File: config.mk
export PLATFORM = sky130hd
export DESIGN_NAME = windowed_robust_mean_jitter_flat
export DESIGN_NICKNAME = d
export VERILOG_FILES = /design/src/hdl/wrm_pkg.sv /design/src/hdl/wrm_if.sv /design/src/hdl/wrm_ram.sv /design/src/hdl/windowed_robust_mean_jitter.sv /design/src/flat_wrapper.sv
export SDC_FILE = /design/constraint.sdc
export NUM_CORES = 2
export LEC_CHECK = 0
export BUFFER_PORTS_ARGS = -buffer_cell sky130_fd_sc_hd__buf_2
export CAP_MARGIN = 20
export CORE_UTILIZATION = 57
export CTS_CLUSTER_DIAMETER = 80
export CTS_CLUSTER_SIZE = 10
export DETAILED_ROUTE_END_ITERATION = 12
export PLACE_DENSITY_LB_ADDON = 0.3
export SYNTH_ARGS = -nofsm -noshare
export SYNTH_HDL_FRONTEND = slang
export SYNTH_SLANG_ARGS = --single-unit
File: constraint.sdc
create_clock -name clk -period 8.79 [get_ports clk]
set_clock_uncertainty 0.2 [all_clocks]
set_input_delay 0.4395 -clock clk [delete_from_list [all_inputs] [get_ports clk]]
set_output_delay 0.4395 -clock clk [all_outputs]
set_load 0.05 [all_outputs]
File: src/hdl/wrm_pkg.sv
// ----------------------------------------------------------------------------
// wrm_pkg
// Shared constants and types for the windowed robust mean jitter block.
// ----------------------------------------------------------------------------
`default_nettype none

package wrm_pkg;

  // window geometry
  localparam int WINDOW = 16;
  localparam int IDX_W  = $clog2(WINDOW);
  localparam int CNT_W  = $clog2(WINDOW + 1);
  localparam int PASS_W = $clog2(WINDOW + 1);

  // field widths
  localparam int TIME_W = 48;
  localparam int OFF_W  = 24;
  localparam int OCNT_W = 5;

  // datapath widths
  localparam int DIF_W  = TIME_W + 1;
  localparam int SUM_W  = OFF_W + IDX_W;
  localparam int AD_W   = OFF_W;
  localparam int MSQ_W  = 2 * AD_W;
  localparam int SQ_W   = MSQ_W + IDX_W;
  localparam int DEV_W  = AD_W;
  localparam int RR_W   = DEV_W + 3;
  localparam int ITER_W = $clog2(SUM_W);

  // saturation limits of the stored offset
  localparam logic signed [DIF_W-1:0] OFF_MAX = DIF_W'((64'sd1 <<< (OFF_W - 1)) - 64'sd1);
  localparam logic signed [DIF_W-1:0] OFF_MIN = DIF_W'(-(64'sd1 <<< (OFF_W - 1)));

  typedef enum logic [3:0] {
    S_IDLE,
    S_DIFF,
    S_PICK,
    S_SUM,
    S_SQ,
    S_SQRT,
    S_INL,
    S_DIV,
    S_SIGN,
    S_OUT
  } state_t;

endpackage

`default_nettype wire

File: src/hdl/wrm_if.sv
// ----------------------------------------------------------------------------
// wrm_in_if / wrm_out_if
// Valid/ready channels carrying click items and jitter result items.
// ----------------------------------------------------------------------------
`default_nettype none

interface wrm_in_if;
  logic                          valid;
  logic                          ready;
  logic [wrm_pkg::TIME_W-1:0]    click_time;
  logic [wrm_pkg::TIME_W-1:0]    prior_beat_time;
  logic [wrm_pkg::TIME_W-1:0]    coming_beat_time;

  modport source (output valid, click_time, prior_beat_time, coming_beat_time,
                  input ready);
  modport sink   (input valid, click_time, prior_beat_time, coming_beat_time,
                  output ready);
endinterface

interface wrm_out_if;
  logic                              valid;
  logic                              ready;
  logic signed [wrm_pkg::OFF_W-1:0]  chosen_offset;
  logic signed [wrm_pkg::OFF_W-1:0]  window_mean;
  logic        [wrm_pkg::DEV_W-1:0]  deviation;
  logic        [wrm_pkg::OCNT_W-1:0] inlier_count;
  logic signed [wrm_pkg::OFF_W-1:0]  inlier_mean;

  modport source (output valid, chosen_offset, window_mean, deviation,
                  inlier_count, inlier_mean, input ready);
  modport sink   (input valid, chosen_offset, window_mean, deviation,
                  inlier_count, inlier_mean, output ready);
endinterface

`default_nettype wire

File: src/hdl/wrm_ram.sv
// ----------------------------------------------------------------------------
// wrm_ram
// Simple dual-port RAM: one write port, one read port, registered read data.
// ----------------------------------------------------------------------------
`default_nettype none

module wrm_ram #(
  parameter int WIDTH = 8,
  parameter int DEPTH = 16
) (
  input  wire logic                     clk,
  input  wire logic                     we,
  input  wire logic [$clog2(DEPTH)-1:0] waddr,
  input  wire logic [WIDTH-1:0]         wdata,
  input  wire logic                     re,
  input  wire logic [$clog2(DEPTH)-1:0] raddr,
  output      logic [WIDTH-1:0]         rdata
);

  logic [WIDTH-1:0] mem [DEPTH];

  always_ff @(posedge clk) begin
    if (we) begin
      mem[waddr] <= wdata;
    end
    if (re) begin
      rdata <= mem[raddr];
    end
  end

endmodule

`default_nettype wire

File: src/hdl/windowed_robust_mean_jitter.sv
// ----------------------------------------------------------------------------
// windowed_robust_mean_jitter
// Click timing jitter: keeps a 16-entry ring of beat offsets and reports the
// window mean, deviation and the mean of entries within one deviation.
// ----------------------------------------------------------------------------
// Each item passes through these steps in order: forming and picking the
// offset; three passes over the ring through the RAM's single read port
// (sum, squared deviation, inlier scan); a bit-serial square root; a
// restoring divider plus one sign step; an output step and an idle step.
// When there are no inliers the divider and sign step are skipped. One item
// is worked on at a time. A new item is taken once the previous result sits
// in the output register. A result still waiting there holds the next one
// in the output step until it is taken.
// The ring reads as zero after reset through per-entry valid bits.
`default_nettype none

module windowed_robust_mean_jitter (
  input wire logic   clk,
  input wire logic   rst_n,
  wrm_in_if.sink     in_ch,
  wrm_out_if.source  out_ch
);

  import wrm_pkg::*;

  // control state
  state_t                     state_r, state_nxt;
  logic [IDX_W-1:0]           head_r, head_nxt;
  logic [WINDOW-1:0]          vld_r, vld_nxt;
  logic [PASS_W-1:0]          iss_r, iss_nxt;
  logic                       p1_r, p1_nxt, p2_r, p2_nxt, p3_r, p3_nxt;
  logic [IDX_W-1:0]           raddr_r, raddr_nxt;
  logic [ITER_W-1:0]          it_r, it_nxt;
  logic                       ovld_r, ovld_nxt;

  // datapath
  logic [TIME_W-1:0]          click_r, click_nxt, prior_r, prior_nxt, coming_r, coming_nxt;
  logic signed [DIF_W-1:0]    a_r, a_nxt, b_r, b_nxt;
  logic signed [OFF_W-1:0]    pick_r, pick_nxt;
  logic signed [SUM_W-1:0]    sum_r, sum_nxt;
  logic signed [OFF_W-1:0]    mean_r, mean_nxt;
  logic [AD_W-1:0]            ad_r, ad_nxt;
  logic [MSQ_W-1:0]           prod_r, prod_nxt;
  logic [SQ_W-1:0]            sq_r, sq_nxt;
  logic [MSQ_W-1:0]           m_r, m_nxt;
  logic [DEV_W-1:0]           root_r, root_nxt;
  logic [RR_W-1:0]            rem_r, rem_nxt;
  logic [CNT_W-1:0]           cnt_r, cnt_nxt;
  logic signed [SUM_W-1:0]    isum_r, isum_nxt;
  logic                       neg_r, neg_nxt;
  logic [SUM_W-1:0]           num_r, num_nxt;
  logic [CNT_W-1:0]           drem_r, drem_nxt;
  logic signed [OFF_W-1:0]    imean_r, imean_nxt;

  // output register
  logic signed [OFF_W-1:0]    o_pick_r, o_pick_nxt, o_mean_r, o_mean_nxt;
  logic signed [OFF_W-1:0]    o_imean_r, o_imean_nxt;
  logic [DEV_W-1:0]           o_dev_r, o_dev_nxt;
  logic [OCNT_W-1:0]          o_cnt_r, o_cnt_nxt;

  // RAM port
  logic                       ram_we, ram_re;
  logic [OFF_W-1:0]           ram_q;

  // combinational helpers
  logic                       in_acc;
  logic                       pass_done;
  logic signed [OFF_W-1:0]    ent;
  logic signed [OFF_W:0]      dif;
  logic [OFF_W:0]             dif_abs;
  logic signed [DIF_W:0]      ab_sum;
  logic signed [DIF_W-1:0]    pick_raw;
  logic signed [OFF_W-1:0]    pick_sat;
  logic [RR_W-1:0]            rem_sh, trial;
  logic [CNT_W:0]             drem_sh;

  assign in_acc = in_ch.valid && in_ch.ready;
  assign in_ch.ready = (state_r == S_IDLE);

  // ring storage
  wrm_ram #(.WIDTH(OFF_W), .DEPTH(WINDOW)) u_ring (
    .clk   (clk),
    .we    (ram_we),
    .waddr (head_r),
    .wdata (pick_sat),
    .re    (ram_re),
    .raddr (iss_r[IDX_W-1:0]),
    .rdata (ram_q)
  );

  // entry read back; unwritten entries read as zero
  assign ent     = vld_r[raddr_r] ? $signed(ram_q) : '0;
  assign dif     = {ent[OFF_W-1], ent} - {mean_r[OFF_W-1], mean_r};
  assign dif_abs = dif[OFF_W] ? (OFF_W+1)'(-dif) : dif;

  // offset selection and saturation
  assign ab_sum   = {a_r[DIF_W-1], a_r} + {b_r[DIF_W-1], b_r};
  assign pick_raw = ab_sum[DIF_W] ? a_r : b_r;
  always_comb begin
    if (pick_raw > OFF_MAX) begin
      pick_sat = OFF_W'(OFF_MAX);
    end else if (pick_raw < OFF_MIN) begin
      pick_sat = OFF_W'(OFF_MIN);
    end else begin
      pick_sat = pick_raw[OFF_W-1:0];
    end
  end

  // square root and divider steps
  assign rem_sh  = {rem_r[RR_W-3:0], m_r[MSQ_W-1:MSQ_W-2]};
  assign trial   = {1'b0, root_r, 2'b01};
  assign drem_sh = {drem_r, num_r[SUM_W-1]};

  assign pass_done = (iss_r == PASS_W'(WINDOW)) && !p1_r && !p2_r && !p3_r;

  // next state and datapath
  always_comb begin
    state_nxt  = state_r;
    head_nxt   = head_r;
    vld_nxt    = vld_r;
    iss_nxt    = iss_r;
    p1_nxt     = 1'b0;
    p2_nxt     = 1'b0;
    p3_nxt     = 1'b0;
    raddr_nxt  = raddr_r;
    it_nxt     = it_r;
    ovld_nxt   = ovld_r && !out_ch.ready;
    click_nxt  = click_r;
    prior_nxt  = prior_r;
    coming_nxt = coming_r;
    a_nxt      = a_r;
    b_nxt      = b_r;
    pick_nxt   = pick_r;
    sum_nxt    = sum_r;
    mean_nxt   = mean_r;
    ad_nxt     = ad_r;
    prod_nxt   = prod_r;
    sq_nxt     = sq_r;
    m_nxt      = m_r;
    root_nxt   = root_r;
    rem_nxt    = rem_r;
    cnt_nxt    = cnt_r;
    isum_nxt   = isum_r;
    neg_nxt    = neg_r;
    num_nxt    = num_r;
    drem_nxt   = drem_r;
    imean_nxt  = imean_r;
    o_pick_nxt  = o_pick_r;
    o_mean_nxt  = o_mean_r;
    o_dev_nxt   = o_dev_r;
    o_cnt_nxt   = o_cnt_r;
    o_imean_nxt = o_imean_r;
    ram_we     = 1'b0;
    ram_re     = 1'b0;

    // ring read issue, shared by the three passes
    if ((state_r == S_SUM || state_r == S_SQ || state_r == S_INL) &&
        iss_r != PASS_W'(WINDOW)) begin
      ram_re    = 1'b1;
      iss_nxt   = iss_r + 1'b1;
      p1_nxt    = 1'b1;
      raddr_nxt = iss_r[IDX_W-1:0];
    end

    case (state_r)
      S_IDLE: begin
        if (in_acc) begin
          click_nxt  = in_ch.click_time;
          prior_nxt  = in_ch.prior_beat_time;
          coming_nxt = in_ch.coming_beat_time;
          state_nxt  = S_DIFF;
        end
      end
      S_DIFF: begin
        a_nxt     = $signed({1'b0, click_r}) - $signed({1'b0, prior_r});
        b_nxt     = $signed({1'b0, click_r}) - $signed({1'b0, coming_r});
        state_nxt = S_PICK;
      end
      S_PICK: begin
        ram_we          = 1'b1;
        vld_nxt[head_r] = 1'b1;
        head_nxt        = (head_r == IDX_W'(WINDOW - 1)) ? '0 : head_r + 1'b1;
        pick_nxt        = pick_sat;
        iss_nxt         = '0;
        sum_nxt         = '0;
        state_nxt       = S_SUM;
      end
      S_SUM: begin
        if (p1_r) begin
          sum_nxt = sum_r + SUM_W'(ent);
        end
        if (pass_done) begin
          mean_nxt  = sum_r[SUM_W-1:IDX_W];
          iss_nxt   = '0;
          sq_nxt    = '0;
          state_nxt = S_SQ;
        end
      end
      S_SQ: begin
        // abs diff -> square -> accumulate
        p2_nxt = p1_r;
        p3_nxt = p2_r;
        if (p1_r) begin
          ad_nxt = dif_abs[AD_W-1:0];
        end
        if (p2_r) begin
          prod_nxt = ad_r * ad_r;
        end
        if (p3_r) begin
          sq_nxt = sq_r + SQ_W'(prod_r);
        end
        if (pass_done) begin
          m_nxt     = sq_r[SQ_W-1:IDX_W];
          root_nxt  = '0;
          rem_nxt   = '0;
          it_nxt    = '0;
          state_nxt = S_SQRT;
        end
      end
      S_SQRT: begin
        // one result bit per cycle
        if (rem_sh >= trial) begin
          rem_nxt  = rem_sh - trial;
          root_nxt = {root_r[DEV_W-2:0], 1'b1};
        end else begin
          rem_nxt  = rem_sh;
          root_nxt = {root_r[DEV_W-2:0], 1'b0};
        end
        m_nxt  = {m_r[MSQ_W-3:0], 2'b00};
        it_nxt = it_r + 1'b1;
        if (it_r == ITER_W'(DEV_W - 1)) begin
          iss_nxt   = '0;
          cnt_nxt   = '0;
          isum_nxt  = '0;
          state_nxt = S_INL;
        end
      end
      S_INL: begin
        if (p1_r && dif_abs < (OFF_W+1)'(root_r)) begin
          cnt_nxt  = cnt_r + 1'b1;
          isum_nxt = isum_r + SUM_W'(ent);
        end
        if (pass_done) begin
          if (cnt_r == '0) begin
            imean_nxt = mean_r;
            state_nxt = S_OUT;
          end else begin
            neg_nxt   = isum_r[SUM_W-1];
            num_nxt   = isum_r[SUM_W-1] ? SUM_W'(-isum_r) : isum_r;
            drem_nxt  = '0;
            it_nxt    = '0;
            state_nxt = S_DIV;
          end
        end
      end
      S_DIV: begin
        // restoring divide, quotient shifts into num
        if (drem_sh >= {1'b0, cnt_r}) begin
          drem_nxt = CNT_W'(drem_sh - {1'b0, cnt_r});
          num_nxt  = {num_r[SUM_W-2:0], 1'b1};
        end else begin
          drem_nxt = drem_sh[CNT_W-1:0];
          num_nxt  = {num_r[SUM_W-2:0], 1'b0};
        end
        it_nxt = it_r + 1'b1;
        if (it_r == ITER_W'(SUM_W - 1)) begin
          state_nxt = S_SIGN;
        end
      end
      S_SIGN: begin
        imean_nxt = neg_r ? OFF_W'(-num_r) : OFF_W'(num_r);
        state_nxt = S_OUT;
      end
      S_OUT: begin
        if (!ovld_r || out_ch.ready) begin
          ovld_nxt    = 1'b1;
          o_pick_nxt  = pick_r;
          o_mean_nxt  = mean_r;
          o_dev_nxt   = root_r;
          o_cnt_nxt   = OCNT_W'(cnt_r);
          o_imean_nxt = imean_r;
          state_nxt   = S_IDLE;
        end
      end
      default: begin
        state_nxt = S_IDLE;
      end
    endcase
  end

  // control registers
  always_ff @(posedge clk) begin
    if (!rst_n) begin
      state_r <= S_IDLE;
      head_r  <= '0;
      vld_r   <= '0;
      iss_r   <= '0;
      p1_r    <= 1'b0;
      p2_r    <= 1'b0;
      p3_r    <= 1'b0;
      it_r    <= '0;
      ovld_r  <= 1'b0;
    end else begin
      state_r <= state_nxt;
      head_r  <= head_nxt;
      vld_r   <= vld_nxt;
      iss_r   <= iss_nxt;
      p1_r    <= p1_nxt;
      p2_r    <= p2_nxt;
      p3_r    <= p3_nxt;
      it_r    <= it_nxt;
      ovld_r  <= ovld_nxt;
    end
  end

  // payload registers
  always_ff @(posedge clk) begin
    raddr_r   <= raddr_nxt;
    click_r   <= click_nxt;
    prior_r   <= prior_nxt;
    coming_r  <= coming_nxt;
    a_r       <= a_nxt;
    b_r       <= b_nxt;
    pick_r    <= pick_nxt;
    sum_r     <= sum_nxt;
    mean_r    <= mean_nxt;
    ad_r      <= ad_nxt;
    prod_r    <= prod_nxt;
    sq_r      <= sq_nxt;
    m_r       <= m_nxt;
    root_r    <= root_nxt;
    rem_r     <= rem_nxt;
    cnt_r     <= cnt_nxt;
    isum_r    <= isum_nxt;
    neg_r     <= neg_nxt;
    num_r     <= num_nxt;
    drem_r    <= drem_nxt;
    imean_r   <= imean_nxt;
    o_pick_r  <= o_pick_nxt;
    o_mean_r  <= o_mean_nxt;
    o_dev_r   <= o_dev_nxt;
    o_cnt_r   <= o_cnt_nxt;
    o_imean_r <= o_imean_nxt;
  end

  // result channel
  assign out_ch.valid         = ovld_r;
  assign out_ch.chosen_offset = o_pick_r;
  assign out_ch.window_mean   = o_mean_r;
  assign out_ch.deviation     = o_dev_r;
  assign out_ch.inlier_count  = o_cnt_r;
  assign out_ch.inlier_mean   = o_imean_r;

  // checks
  a_busy_after_accept: assert property (@(posedge clk) disable iff (!rst_n)
    in_acc |=> !in_ch.ready)
    else $error("item accepted while a previous item was in flight");

  a_count_bound: assert property (@(posedge clk) disable iff (!rst_n)
    ovld_r |-> (o_cnt_r <= OCNT_W'(WINDOW)))
    else $error("inlier count exceeds window");

  a_zero_dev_no_inliers: assert property (@(posedge clk) disable iff (!rst_n)
    (ovld_r && o_dev_r == '0) |-> (o_cnt_r == '0))
    else $error("inliers reported with zero deviation");

  a_ring_write_once: assert property (@(posedge clk) disable iff (!rst_n)
    ram_we |=> (state_r == S_SUM) && !ram_we)
    else $error("ring written outside the pick step");

endmodule

`default_nettype wire

File: src/flat_wrapper.sv
// flat-port wrapper written by rule: the top's interface ports become plain ports
module windowed_robust_mean_jitter_flat import wrm_pkg::*;
  (clk, rst_n, in_ch_valid, in_ch_click_time, in_ch_prior_beat_time, in_ch_coming_beat_time, in_ch_ready, out_ch_valid, out_ch_chosen_offset, out_ch_window_mean, out_ch_deviation, out_ch_inlier_count, out_ch_inlier_mean, out_ch_ready);
  wrm_in_if in_ch_i ();
  wrm_out_if out_ch_i ();
  input wire logic clk;
  input wire logic rst_n;
  input wire logic [$bits(in_ch_i.valid)-1:0] in_ch_valid;
  input wire logic [$bits(in_ch_i.click_time)-1:0] in_ch_click_time;
  input wire logic [$bits(in_ch_i.prior_beat_time)-1:0] in_ch_prior_beat_time;
  input wire logic [$bits(in_ch_i.coming_beat_time)-1:0] in_ch_coming_beat_time;
  output wire logic [$bits(in_ch_i.ready)-1:0] in_ch_ready;
  output wire logic [$bits(out_ch_i.valid)-1:0] out_ch_valid;
  output wire logic [$bits(out_ch_i.chosen_offset)-1:0] out_ch_chosen_offset;
  output wire logic [$bits(out_ch_i.window_mean)-1:0] out_ch_window_mean;
  output wire logic [$bits(out_ch_i.deviation)-1:0] out_ch_deviation;
  output wire logic [$bits(out_ch_i.inlier_count)-1:0] out_ch_inlier_count;
  output wire logic [$bits(out_ch_i.inlier_mean)-1:0] out_ch_inlier_mean;
  input wire logic [$bits(out_ch_i.ready)-1:0] out_ch_ready;
  assign in_ch_i.valid = in_ch_valid;
  assign in_ch_i.click_time = in_ch_click_time;
  assign in_ch_i.prior_beat_time = in_ch_prior_beat_time;
  assign in_ch_i.coming_beat_time = in_ch_coming_beat_time;
  assign in_ch_ready = in_ch_i.ready;
  assign out_ch_valid = out_ch_i.valid;
  assign out_ch_chosen_offset = out_ch_i.chosen_offset;
  assign out_ch_window_mean = out_ch_i.window_mean;
  assign out_ch_deviation = out_ch_i.deviation;
  assign out_ch_inlier_count = out_ch_i.inlier_count;
  assign out_ch_inlier_mean = out_ch_i.inlier_mean;
  assign out_ch_i.ready = out_ch_ready;
  windowed_robust_mean_jitter u_core (.clk(clk), .rst_n(rst_n), .in_ch(in_ch_i), .out_ch(out_ch_i));
endmodule
==> impl_metrics.ini <==
[sta]
final_max_slew_viol_count = 0
slew-limit-headroom_pct = 18.5
finalHoldViolations = 0
fin_crit_ps = 8440
period_share_pct = 96.0
tightest_slew_ps = 1210
rsz0062_at_grt = no
setup_viol = 0
fmax_ghz = 0.119
tns_ps = 0

[clock_tree]
clkTransAtPathRegs_ps = 60
clock_path_buffers = 3
cts_htree_levels = 4
insertion_delay_ps = 810
ctsRootBufferMaster = clkbuf_16
cts_tree = built
cts_buffers = 138
cts.sinks = 1180

[grt]
grtUsageMet3_pct = 4.30
grt_pass1_vias = 50000
globalRouteMet1Util_pct = 37.8
antenna_found_initial = 4
grt_pass1_wl_mm = 281
grt_max_degree = 82
track_usage_pct = 28.0
busiest_layer = met2
grt_remaining_overflow = 0
groute.layer.met2.usage_pct = 46.3

[run_status]
status = finished clean

[synth]
synth_largest_area_cell = edfxtp_1
synth.top_cell.area_share_pct = 46.4
synth-edff-count = 1142
async_reset_ff_share_pct = 0
syn-cell-area_um2 = 74000
ys_warn_count = 0
ys_seq_area_share_pct = 47.4
netlist_instances = 6138
ys_ff_latch = 1180
synth_cell_type_count = 86
synthTopCellsByArea = edfxtp_1 (46%), fa_1 (12%), ha_1 (8.5%)
synth.net_count = 7219
synth_flop_cell = edfxtp_1
syn_avg_cell_area_um2 = 12.0

[drt]
detail_route.wl_per_cell_um = 21.6
drt_iter0_markers = 4056
totalWireLength_mm = 181
vias = 49200
drtPass1Iterations = 6
ant_nets = 0
routed_via_density = 5.86
drc_errors = 0

[critical_path]
crit_arrival_ps = 8750
cpPeakStageDelay_ps = 740
cp-start-kind = flip-flop
critPathSlowestCell = edfxtp_1
worstSetupPathType = flip-flop to flip-flop
crit_family = adder cells
end_kind = flip-flop
cp.required_ps = 9100
critPathBufInv = 5
cpMostUsedCell = fa_1
critPathMaxFanout = 15

[place]
dp_hpwl_mm = 127
dp.cells = 8035
gp_congestion = 0.948
port_buffers = 250

[job]
drv_cap = 0

[hold_path]
hold_path.class = input pin to flip-flop

[cells_and_area]
area_growth_pct = 12.6
layout-drive-gt1-share_pct = 10.9
final_cell_mix = edfxtp_1 (1142), inv_1 (733), ha_1 (502), nand2_1 (477), fa_1 (431)
nets = 7695
seq_area_um2 = 35100
diodes = 0
final_cells = 8396
num-fill-cells = 9583
multi_input_area_um2 = 35700
final_common_cell = edfxtp_1

[die]
ios = 251
die-area_um2 = 131000
fp.dieH_um = 362
rows = 131
die_w_um = 362
start_util_pct = 57.7
core_um2 = 128000

[power]
vdd.ir_drop.worst_mv = 0.673
power_mw = 31.0
p_per_area_nw_per_um2 = 373
cellLeakagePower_nw = 34.7
## logic make-up after synthesis
logic type | Yosys count | share of synthesized area (%)
mux | 177 | 4.49
flops | 1180 | 47.4
simple gates | 1527 | 9.83
fa+ha+maj | 936 | 20.2
compound gates | 1073 | 9.45
buf+inv | 907 | 4.63
xor+xnor | 338 | 4.00
## where the power goes
part	internal, mW	switching (mW)	leakage [nW]	total (mW)
Sequential	8.54	0.486	10.7	9.02
Clock	2.96	2.31	1.93	5.27
Combinational	6.78	9.95	22.0	16.7
## cells in the mapped netlist (15+ instances only)
library cell  count
edfxtp_1       1142
inv_1           733
ha_1            502
nand2_1         478
fa_1            431
nor2_1          415
a21oi_1         257
o21ai_0         250
a21o_1          205
xnor2_1         203
and2_1          197
clkbuf_1        147
xor2_1          135
mux4_2          123
nand3_1          74
nor3_1           58
nand4_1          51
nand2b_1         50
mux2i_1          48
o21a_1           47
nor2b_1          46
and3_1           45
o21bai_1         39
dfxtp_1          38
o31ai_1          35
a211oi_1         33
a31oi_1          33
or3_1            27
nor4_1           22
buf_1            20
a21boi_0         17
o211ai_1         15
or2_2            15
## flip-flops by register name (all words and copies together), names as in the netlist, 25 cells and up
| name | flops |
|---|---|
| u_core.rem_r | 25 |
| u_core.m_r | 48 |
| u_core.u_ring.mem | 384 |
| u_core.coming_r | 48 |
| u_core.sum_r | 28 |
| u_core.num_r | 28 |
| u_core.prior_r | 48 |
| u_core.b_r | 49 |
| u_core.sq_r | 52 |
| u_core.a_r | 49 |
| u_core.prod_r | 47 |
| u_core.click_r | 48 |
| u_core.isum_r | 28 |
## per-layer routing
metal	wire [um]	share of wire, %
met1	75500	42
met2	87100	48
met3	13000	7.2
met4	5620	3.1
met5	0	0
## worst reg2reg max path, stage by stage, from the launching register on
cell       delay [ps]
edfxtp_1          740
and2_1            240
inv_1              60
fa_1              500
inv_1              60
fa_1              520
fa_1              540
inv_1              50
fa_1              530
inv_1              50
fa_1              520
fa_1              530
fa_1              510
ha_1              390
nand3_1           120
nor3_1            290
and3_1            310
o21ai_0           130
a211oi_1          350
a2111oi_1         140
buf_4             160
nor2_1            250
a41oi_1           200
a21oi_1           360
a21oi_1           110
o21ai_0           210
xor2_1             90
## through the flow
step | util, % | setup slack, ps | cell area [um2] | hold WS (ps)
finish | 65.0 | 354 | 83300 | 140
global route | 65.0 | 27.1 | 83300 | 126
CTS | 64.8 | 256 | 83100 | 50.8
detailed placement | 60.5 | 309 | 77600 | 205
global placement | 60.5 | 598 | 77600 | 202
floorplan | - | 1040 | 74000 | 200
## repair_timing
action	in CTS	in global routing
setup buffers	0	5
setup endpoints to repair	0	36
resized for setup	0	4
endpoints found under the hold margin	158	0
hold buffers	146	0
## path summary, 6_finish.rpt
path	start	endpoint	slack [ps]	cells after the start
worst max-delay path	u_core.ad_r[1]$_DFFE_PP_	u_core.prod_r[46]$_DFFE_PP_	350	26
worst min-delay path	in_ch_prior_beat_time[3]	u_core.prior_r[3]$_DFFE_PP_	140	2
worst max register to register	u_core.ad_r[1]$_DFFE_PP_	u_core.prod_r[46]$_DFFE_PP_	350	26
worst min register to register	u_core.imean_r[21]$_DFFE_PP_	u_core.out_ch.inlier_mean[21]$_DFFE_PP_	220	0
## cell type report
cell class                      instances  area share, %
Inverter                              734           3.31
Tap cell                             1729           2.60
Sequential cell                      1180           42.1
Timing Repair Buffer                  509           4.34
Clock buffer                          173           4.33
Clock inverter                         20          0.514
Multi-Input combinational cell       4051           42.8
No activity file was read; power rests on OpenSTA's default activity.
